[config.mk]
export PLATFORM = sky130hd
export DESIGN_NAME = xxh_mul
export DESIGN_NICKNAME = d
export VERILOG_FILES = /design/src/rtl/xxh64_pkg.sv /design/src/rtl/xxh_mul.sv
export SDC_FILE = /design/constraint.sdc
export NUM_CORES = 2
export LEC_CHECK = 0
export ABC_CLOCK_PERIOD_IN_PS = 14000
export BUFFER_PORTS_ARGS = -buffer_cell sky130_fd_sc_hd__buf_4
export CAP_MARGIN = 20
export CORE_ASPECT_RATIO = 1.4
export CORE_MARGIN = 2
export CORE_UTILIZATION = 55
export DETAILED_ROUTE_END_ITERATION = 10
export GPL_TIMING_DRIVEN = 0
export PLACE_DENSITY = 0.79
export SLEW_MARGIN = 20
export SYNTH_ARGS = -nofsm -noshare
export SYNTH_HDL_FRONTEND = slang
export SYNTH_SLANG_ARGS = --single-unit
[constraint.sdc]
create_clock -name clk -period 14 [get_ports clk]
set_input_delay 1.4 -clock clk [delete_from_list [all_inputs] [get_ports clk]]
set_output_delay 1.4 -clock clk [all_outputs]
set_load 0.05 [all_outputs]
[src/rtl/xxh64_pkg.sv]
// ----------------------------------------------------------------------------
// xxh64_pkg
// shared constants and types for the streaming 64-bit xxhash block
// ----------------------------------------------------------------------------
package xxh64_pkg;

  localparam logic [63:0] PRIME1 = 64'd11400714785074694791;
  localparam logic [63:0] PRIME2 = 64'd14029467366897019727;
  localparam logic [63:0] PRIME3 = 64'd1609587929392839161;
  localparam logic [63:0] PRIME4 = 64'd9650029242287828579;
  localparam logic [63:0] PRIME5 = 64'd2870177450012600261;

  // multiply request toward the shared multiplier
  typedef struct packed {
    logic        start;
    logic [63:0] a;
    logic [63:0] b;
  } mul_req_t;

  // multiply response, product valid while done is high
  typedef struct packed {
    logic        done;
    logic [63:0] p;
  } mul_rsp_t;

endpackage

[src/rtl/xxh_mul.sv]
// ----------------------------------------------------------------------------
// xxh_mul
// 64x64 multiplier, low 64 bits, from three 32x32 partial products
// ----------------------------------------------------------------------------
module xxh_mul (
  input  logic               clk,
  input  logic               rst_n,
  input  xxh64_pkg::mul_req_t req,
  output xxh64_pkg::mul_rsp_t rsp
);

  typedef enum logic [3:0] {
    M_IDLE = 4'b0001,
    M_LL   = 4'b0010,
    M_HL   = 4'b0100,
    M_LH   = 4'b1000
  } mstate_t;

  mstate_t     step_r, step_nxt;
  logic [63:0] a_r, a_nxt, b_r, b_nxt, p_r, p_nxt;
  logic        done_r, done_nxt;
  logic [31:0] x, y;
  logic [63:0] m;

  always_comb begin
    x = a_r[31:0];
    y = b_r[31:0];
    unique case (step_r)
      M_HL: x = a_r[63:32];
      M_LH: y = b_r[63:32];
      default: ;
    endcase
    m = {32'd0, x} * {32'd0, y};
  end

  always_comb begin
    step_nxt = step_r;
    a_nxt    = a_r;
    b_nxt    = b_r;
    p_nxt    = p_r;
    done_nxt = 1'b0;
    unique case (step_r)
      M_IDLE: begin
        if (req.start) begin
          a_nxt    = req.a;
          b_nxt    = req.b;
          step_nxt = M_LL;
        end
      end
      M_LL: begin
        p_nxt    = m;
        step_nxt = M_HL;
      end
      M_HL: begin
        p_nxt    = p_r + {m[31:0], 32'd0};
        step_nxt = M_LH;
      end
      M_LH: begin
        p_nxt    = p_r + {m[31:0], 32'd0};
        done_nxt = 1'b1;
        step_nxt = M_IDLE;
      end
      default: step_nxt = M_IDLE;
    endcase
  end

  always_ff @(posedge clk) begin
    if (!rst_n) begin
      step_r <= M_IDLE;
      done_r <= 1'b0;
    end else begin
      step_r <= step_nxt;
      done_r <= done_nxt;
    end
    a_r <= a_nxt;
    b_r <= b_nxt;
    p_r <= p_nxt;
  end

  assign rsp.done = done_r;
  assign rsp.p    = p_r;

endmodule

# Word-level counts from Yosys, hierarchy flattened
# Cells that the tools add are included.
totals:
  regBits: 197
  inputBits: 131
  out_inout_bits: 65
  wordCells: 21
classes:
  addsub: 1
  mul: 1
  n_eq_ne: 5
  mux: 6
  reduce_logical: 3
op_table:
  columns: ["operator", "n"]
  rows:
  - ["case mux 64 bit (2 select lines)", 1]
  - ["adder 64 bit", 1]
  - ["multiplier 32 x 32 -> 64 bit", 1]
  - ["2-to-1 mux 32 bit", 2]
  - ["case mux 4 bit (3 select lines)", 1]
  - ["== test 4 x 1 -> 1 bit, second input constant", 1]
  - ["== test 4 x 2 -> 1 bit, second input constant", 1]
  - ["== test 4 x 3 -> 1 bit, second input constant", 1]
  - ["== test 4 bit, second input constant", 1]
  - ["2-to-1 mux 4 bit", 1]
  - ["!= test 2 bit, second input constant", 1]
  - ["AND reduction 2 bit", 1]
  - ["nonzero test 2 bit", 1]
  - ["OR reduction 2 bit", 1]
  - ["2-to-1 mux 1 bit", 1]

# Longest topological paths before layout
logic_depth:
  word_depth: 5
  depth_mapped: 39
  mapped_depth_nobuf: 35

# Worst setup path after synthesis
# OpenSTA, ideal clock, no wires.
synth_timing:
  path_type: "input -> register"
  from: "in req[128] in the netlist's numbering"
  to: "reg a_r[0], enable pin"
  setup_ns: 0.772
  arrival_ns: 10.156
  required_time_ns: 13.228
  path_slack_ns: 3.072
  cell_stages: 2
  n_path_buf: 0
  path_cell_list: "nand3b_1 nor3_1"
synth_via:
  elab_chain_len: 1
synth_rtl:
  columns: ["element", "line_no", "text"]
  rows:
  - ["start: declaration", "xxh_mul.sv:8", "input xxh64_pkg::mul_req_t req,"]
  - ["AND reduction 2 bit (no line)", null, null]
  - ["end signal: assignment", "xxh_mul.sv:75", "a_r <= a_nxt;"]
  - ["end: declaration", "xxh_mul.sv:20", "logic [63:0] a_r, a_nxt, b_r, b_nxt, p_r, p_nxt;"]
# Every way passes these cells.
# A chain may end at the register's enable or synchronous reset.

# Final worst setup path
layout_timing:
  from: "reg step_r[0]"
  to: "reg p_r[61] (data pin)"
layout_via:
  elab_chain_len: 5
layout_rtl:
  columns: ["element", "line_no", "text"]
  rows:
  - ["start: declaration", "xxh_mul.sv:19", "mstate_t step_r, step_nxt;"]
  - ["start signal: assignment", "xxh_mul.sv:72", "step_r <= step_nxt;"]
  - ["== test 4 x 3 -> 1 bit or == test 4 bit (tied branches)", "xxh_mul.sv:28, xxh_mul.sv:42", null]
  - ["2-to-1 mux 32 bit", "xxh_mul.sv:28", "unique case (step_r)"]
  - ["multiplier 32 x 32 -> 64 bit", "xxh_mul.sv:33", "m = {32'd0, x} * {32'd0, y};"]
  - ["adder 64 bit", "xxh_mul.sv:55, xxh_mul.sv:59", null]
  - ["case mux 64 bit (2 select lines) *", "xxh_mul.sv:42", "unique case (step_r)"]
  - ["via p_nxt[61]", "xxh_mul.sv:20", null]
  - ["end signal: assignment", "xxh_mul.sv:77", "p_r <= p_nxt;"]
  - ["end: declaration", "xxh_mul.sv:20", null]
# The timed path passes the listed nets; every way through them passes the cells marked *.

==> impl_results.md <==
* Layout cells sized above 1 at 0.0861
* Synth async-reset ratio at 0
* Die span in y at 327 um
* Boundary pin count at 196
* Via count of the first global-routing pass at 35900
* First-pass GRT wire length at 230000 um
* Iteration-0 DRC Markers at 3314
* Slew of the pin with the lowest slew margin at 1280 ps
* Global routing usage on met3 at 0.116
* Setup TNS at 0 ps
* CP Launch Type: register
* Cell area reported after detailed placement at 44100 um2
* Fraction of post-synthesis cell area in the top cell type by area at 0.437
* Setup WS pre-CTS at 2080 ps
* Die Area at 77000 um2
* Final hold vios at 0
* HPWL reported at the end of detailed placement at 131000 um
* Met1 track demand over resource in global routing at 0.452
* Relative slew slack at 0.144
* Clock transition at the registers of the reported paths at 100 ps
* Outcome: finished clean
* Period utilization at 0.892
* Routed wire per std cell at 28.7 um
* Synth Warn # at 0
* Cell type with the highest occurrence count on the critical path: sky130_fd_sc_hd__fa_1
* Via density per instance at 6.09
* Most utilized layer in the global route result: met2
* Synth Cell Area at 41100 um2
* Core Area at 74000 um2
* CP max FO at 10
* Met2 routing resource usage after global routing at 0.679
* Htree depth at 4
* Achievable Freq at 80.1 MHz
* GR Overflow Total at 0
* Number of enable flip-flop cells after synthesis at 192
* Clock sink count at 197
* Min-delay worst type: reg2reg
* Placement Rows at 118
* Routability cong. at 1.07
* Remaining routing DRC violations at 0
* Inst Count DP at 5504
* Final slew viol count at 0
* Average size of a mapped cell at 9.51 um2
* Leading post-synthesis cells by instance count: sky130_fd_sc_hd__fa_1, sky130_fd_sc_hd__inv_1, sky130_fd_sc_hd__nand2_1
* Total of endpoints with negative setup slack in the final report at 0
* IO buf count at 195
* Wirelength, routed at 159000 um
* Die width at 235 um
* First-pass detailed-route iteration total at 8
* Total setup buffers inserted after CTS at 0
* Antenna violation net count after detailed routing at 0
* Final cell count without fillers at 5543
* Type of element capturing the critical path: register
* CTS tree: yes
* Net count after synthesis at 5645
* Largest net degree at the start of global routing at 33
* WS Path Type: reg2reg
* Initial antenna violation count at 9
* Via total after detailed routing at 33800
* Starting density of the core at 0.556
* Setup clock skew after layout at 43.6 ps
* Number of instances resized during post-cts repair at 0
* Flip-flop cell with the highest count after synthesis: sky130_fd_sc_hd__edfxtp_1
* Cell with the largest stage delay on the worst path: sky130_fd_sc_hd__clkbuf_1
* CTS Buf Count at 17
* Root buffer cell: sky130_fd_sc_hd__clkbuf_16
* Final design instance area without fill at 44800 um2
* Final Critical Period at 12490 ps
* Layout-stage area growth over the synthesis result at 9.09%
* Most frequently used cell type in the post-synthesis netlist: sky130_fd_sc_hd__fa_1
* Cell taking the most area after synthesis: sky130_fd_sc_hd__fa_1
* Smallest setup slack after layout at 1510 ps
* Number of distinct library cells after synthesis at 75
* Cell types with the largest area share after synthesis: sky130_fd_sc_hd__fa_1, sky130_fd_sc_hd__edfxtp_1, sky130_fd_sc_hd__ha_1
* Number of buffers on the longest clock path at 2
* Sequential-to-total area share from yosys stat at 0.143
* RSZ-0062 raised after global routing: false
* Clock insertion delay at the later pin of the skew report at 580 ps
* Cell count after synthesis at 4321
* Number of buffers added to fix hold violations after cts at 0
* FF+latch count, synth at 197
* Global-route usage over all layers at 0.422
* Critical path required time at 14300 ps
* Arrival time of the worst setup path at 12790 ps
* Slowest cell delay on critical path at 840 ps
* Maximum Capacitance Violations at 0
* Number of nets in the final layout at 5888
sequential cells by signal, summed over array words and instances, names as in the netlist:
name and count:
a_r 64, b_r 64, done_r 1, p_r 64
step_r 4
worst paths after layout:
| kind | endpoint | slack [ps] | from | cells past startpoint |
|---|---|---|---|---|
| worst max-delay path | p_r[61]$_DFFE_PP_ | 1510 | step_r[0]$_SDFFE_PN1P_ | 35 |
| worst min-delay path | step_r[3]$_SDFFE_PN0P_ | 580 | step_r[2]$_SDFFE_PN0P_ | 2 |
| worst max register to register | p_r[61]$_DFFE_PP_ | 1510 | step_r[0]$_SDFFE_PN1P_ | 35 |
| worst min register to register | step_r[3]$_SDFFE_PN0P_ | 580 | step_r[2]$_SDFFE_PN0P_ | 2 |
layout by cell type, fill, tap and decap left out, types with 9 or more instances in the layout:
cell / Yosys / routed
sky130_fd_sc_hd__a31oi_1: 13 / 13
sky130_fd_sc_hd__inv_1: 888 / 888
sky130_fd_sc_hd__ha_1: 296 / 296
sky130_fd_sc_hd__buf_4: 1 / 213
sky130_fd_sc_hd__and2_1: 51 / 51
sky130_fd_sc_hd__mux2i_1: 58 / 34
sky130_fd_sc_hd__o21bai_1: 20 / 20
sky130_fd_sc_hd__o21a_1: 11 / 11
sky130_fd_sc_hd__xor2_1: 38 / 38
sky130_fd_sc_hd__o31ai_1: 9 / 9
sky130_fd_sc_hd__nor2_1: 402 / 402
sky130_fd_sc_hd__nand3_1: 22 / 22
sky130_fd_sc_hd__o21ai_0: 43 / 43
sky130_fd_sc_hd__fa_1: 897 / 897
sky130_fd_sc_hd__mux2i_2: 0 / 20
sky130_fd_sc_hd__nand2b_1: 9 / 9
sky130_fd_sc_hd__a21o_1: 38 / 38
sky130_fd_sc_hd__o21ai_1: 11 / 11
sky130_fd_sc_hd__mux2_2: 61 / 61
sky130_fd_sc_hd__nor3_1: 16 / 15
sky130_fd_sc_hd__nand2_1: 740 / 740
sky130_fd_sc_hd__edfxtp_1: 192 / 192
sky130_fd_sc_hd__buf_2: 27 / 31
sky130_fd_sc_hd__a21oi_1: 122 / 122
sky130_fd_sc_hd__nor2b_1: 12 / 12
sky130_fd_sc_hd__xnor2_1: 48 / 48
sky130_fd_sc_hd__clkbuf_1: 170 / 165
sky130_fd_sc_hd__and3_1: 11 / 11
sky130_fd_sc_hd__clkbuf_16: 0 / 17
sky130_fd_sc_hd__nand4_1: 27 / 27
stage by stage:
step	utilization	hold WS, ps
6_report	0.606	581
5_1_grt	0.606	636
4_1_cts	0.606	580
3_5_place_dp	0.597	567
3_3_place_gp	0.592	536
2_1_floorplan	-	505
final cells by class:
type                            count  area (um2)
Tap cell                          960        1200
Timing Repair Buffer              224        1720
Inverter                          888        3330
Clock buffer                       17         425
Buffer                            199         791
Fill cell                        6296       29100
Clock inverter                     15         233
Multi-Input combinational cell   3037       31200
Sequential cell                   197        5870
Antenna cell                        6        15.0
per-layer routing:
metal  wire [um]  part of all wire  vias up
met5          26           0.00016        -
met2       74400              0.47     2397
met1       48700              0.31    16900
met3       17600              0.11      859
met4       18200              0.11        4
li1            -                 -    13600
logic make-up (layout without fill, tap and decap cells):
family,after synthesis,after routing,synth area share
adder cells (fa/ha/maj),1193,1193,0.527
AND/OR/NAND/NOR,1315,1315,0.130
flip-flops,197,197,0.143
other,0,6,0
multiplexers,119,119,0.0308
AO/OA/AOI/OAI,323,323,0.0501
XOR/XNOR,87,87,0.0189
buffers and inverters,1087,1343,0.100
critical path, delay by kind of cell, from the launching register on:
| family | cells | cell delay [ps] |
|---|---|---|
| flip-flops | 1 | 360 |
| buffers and inverters | 7 | 2270 |
| AND/OR/NAND/NOR | 8 | 1620 |
| adder cells (fa/ha/maj) | 10 | 5230 |
| multiplexers | 1 | 730 |
| AO/OA/AOI/OAI | 7 | 1440 |
| XOR/XNOR | 2 | 530 |
Power is not shown: default switching activity piles up to over one toggle a cycle in this logic, so the estimate is an artifact.
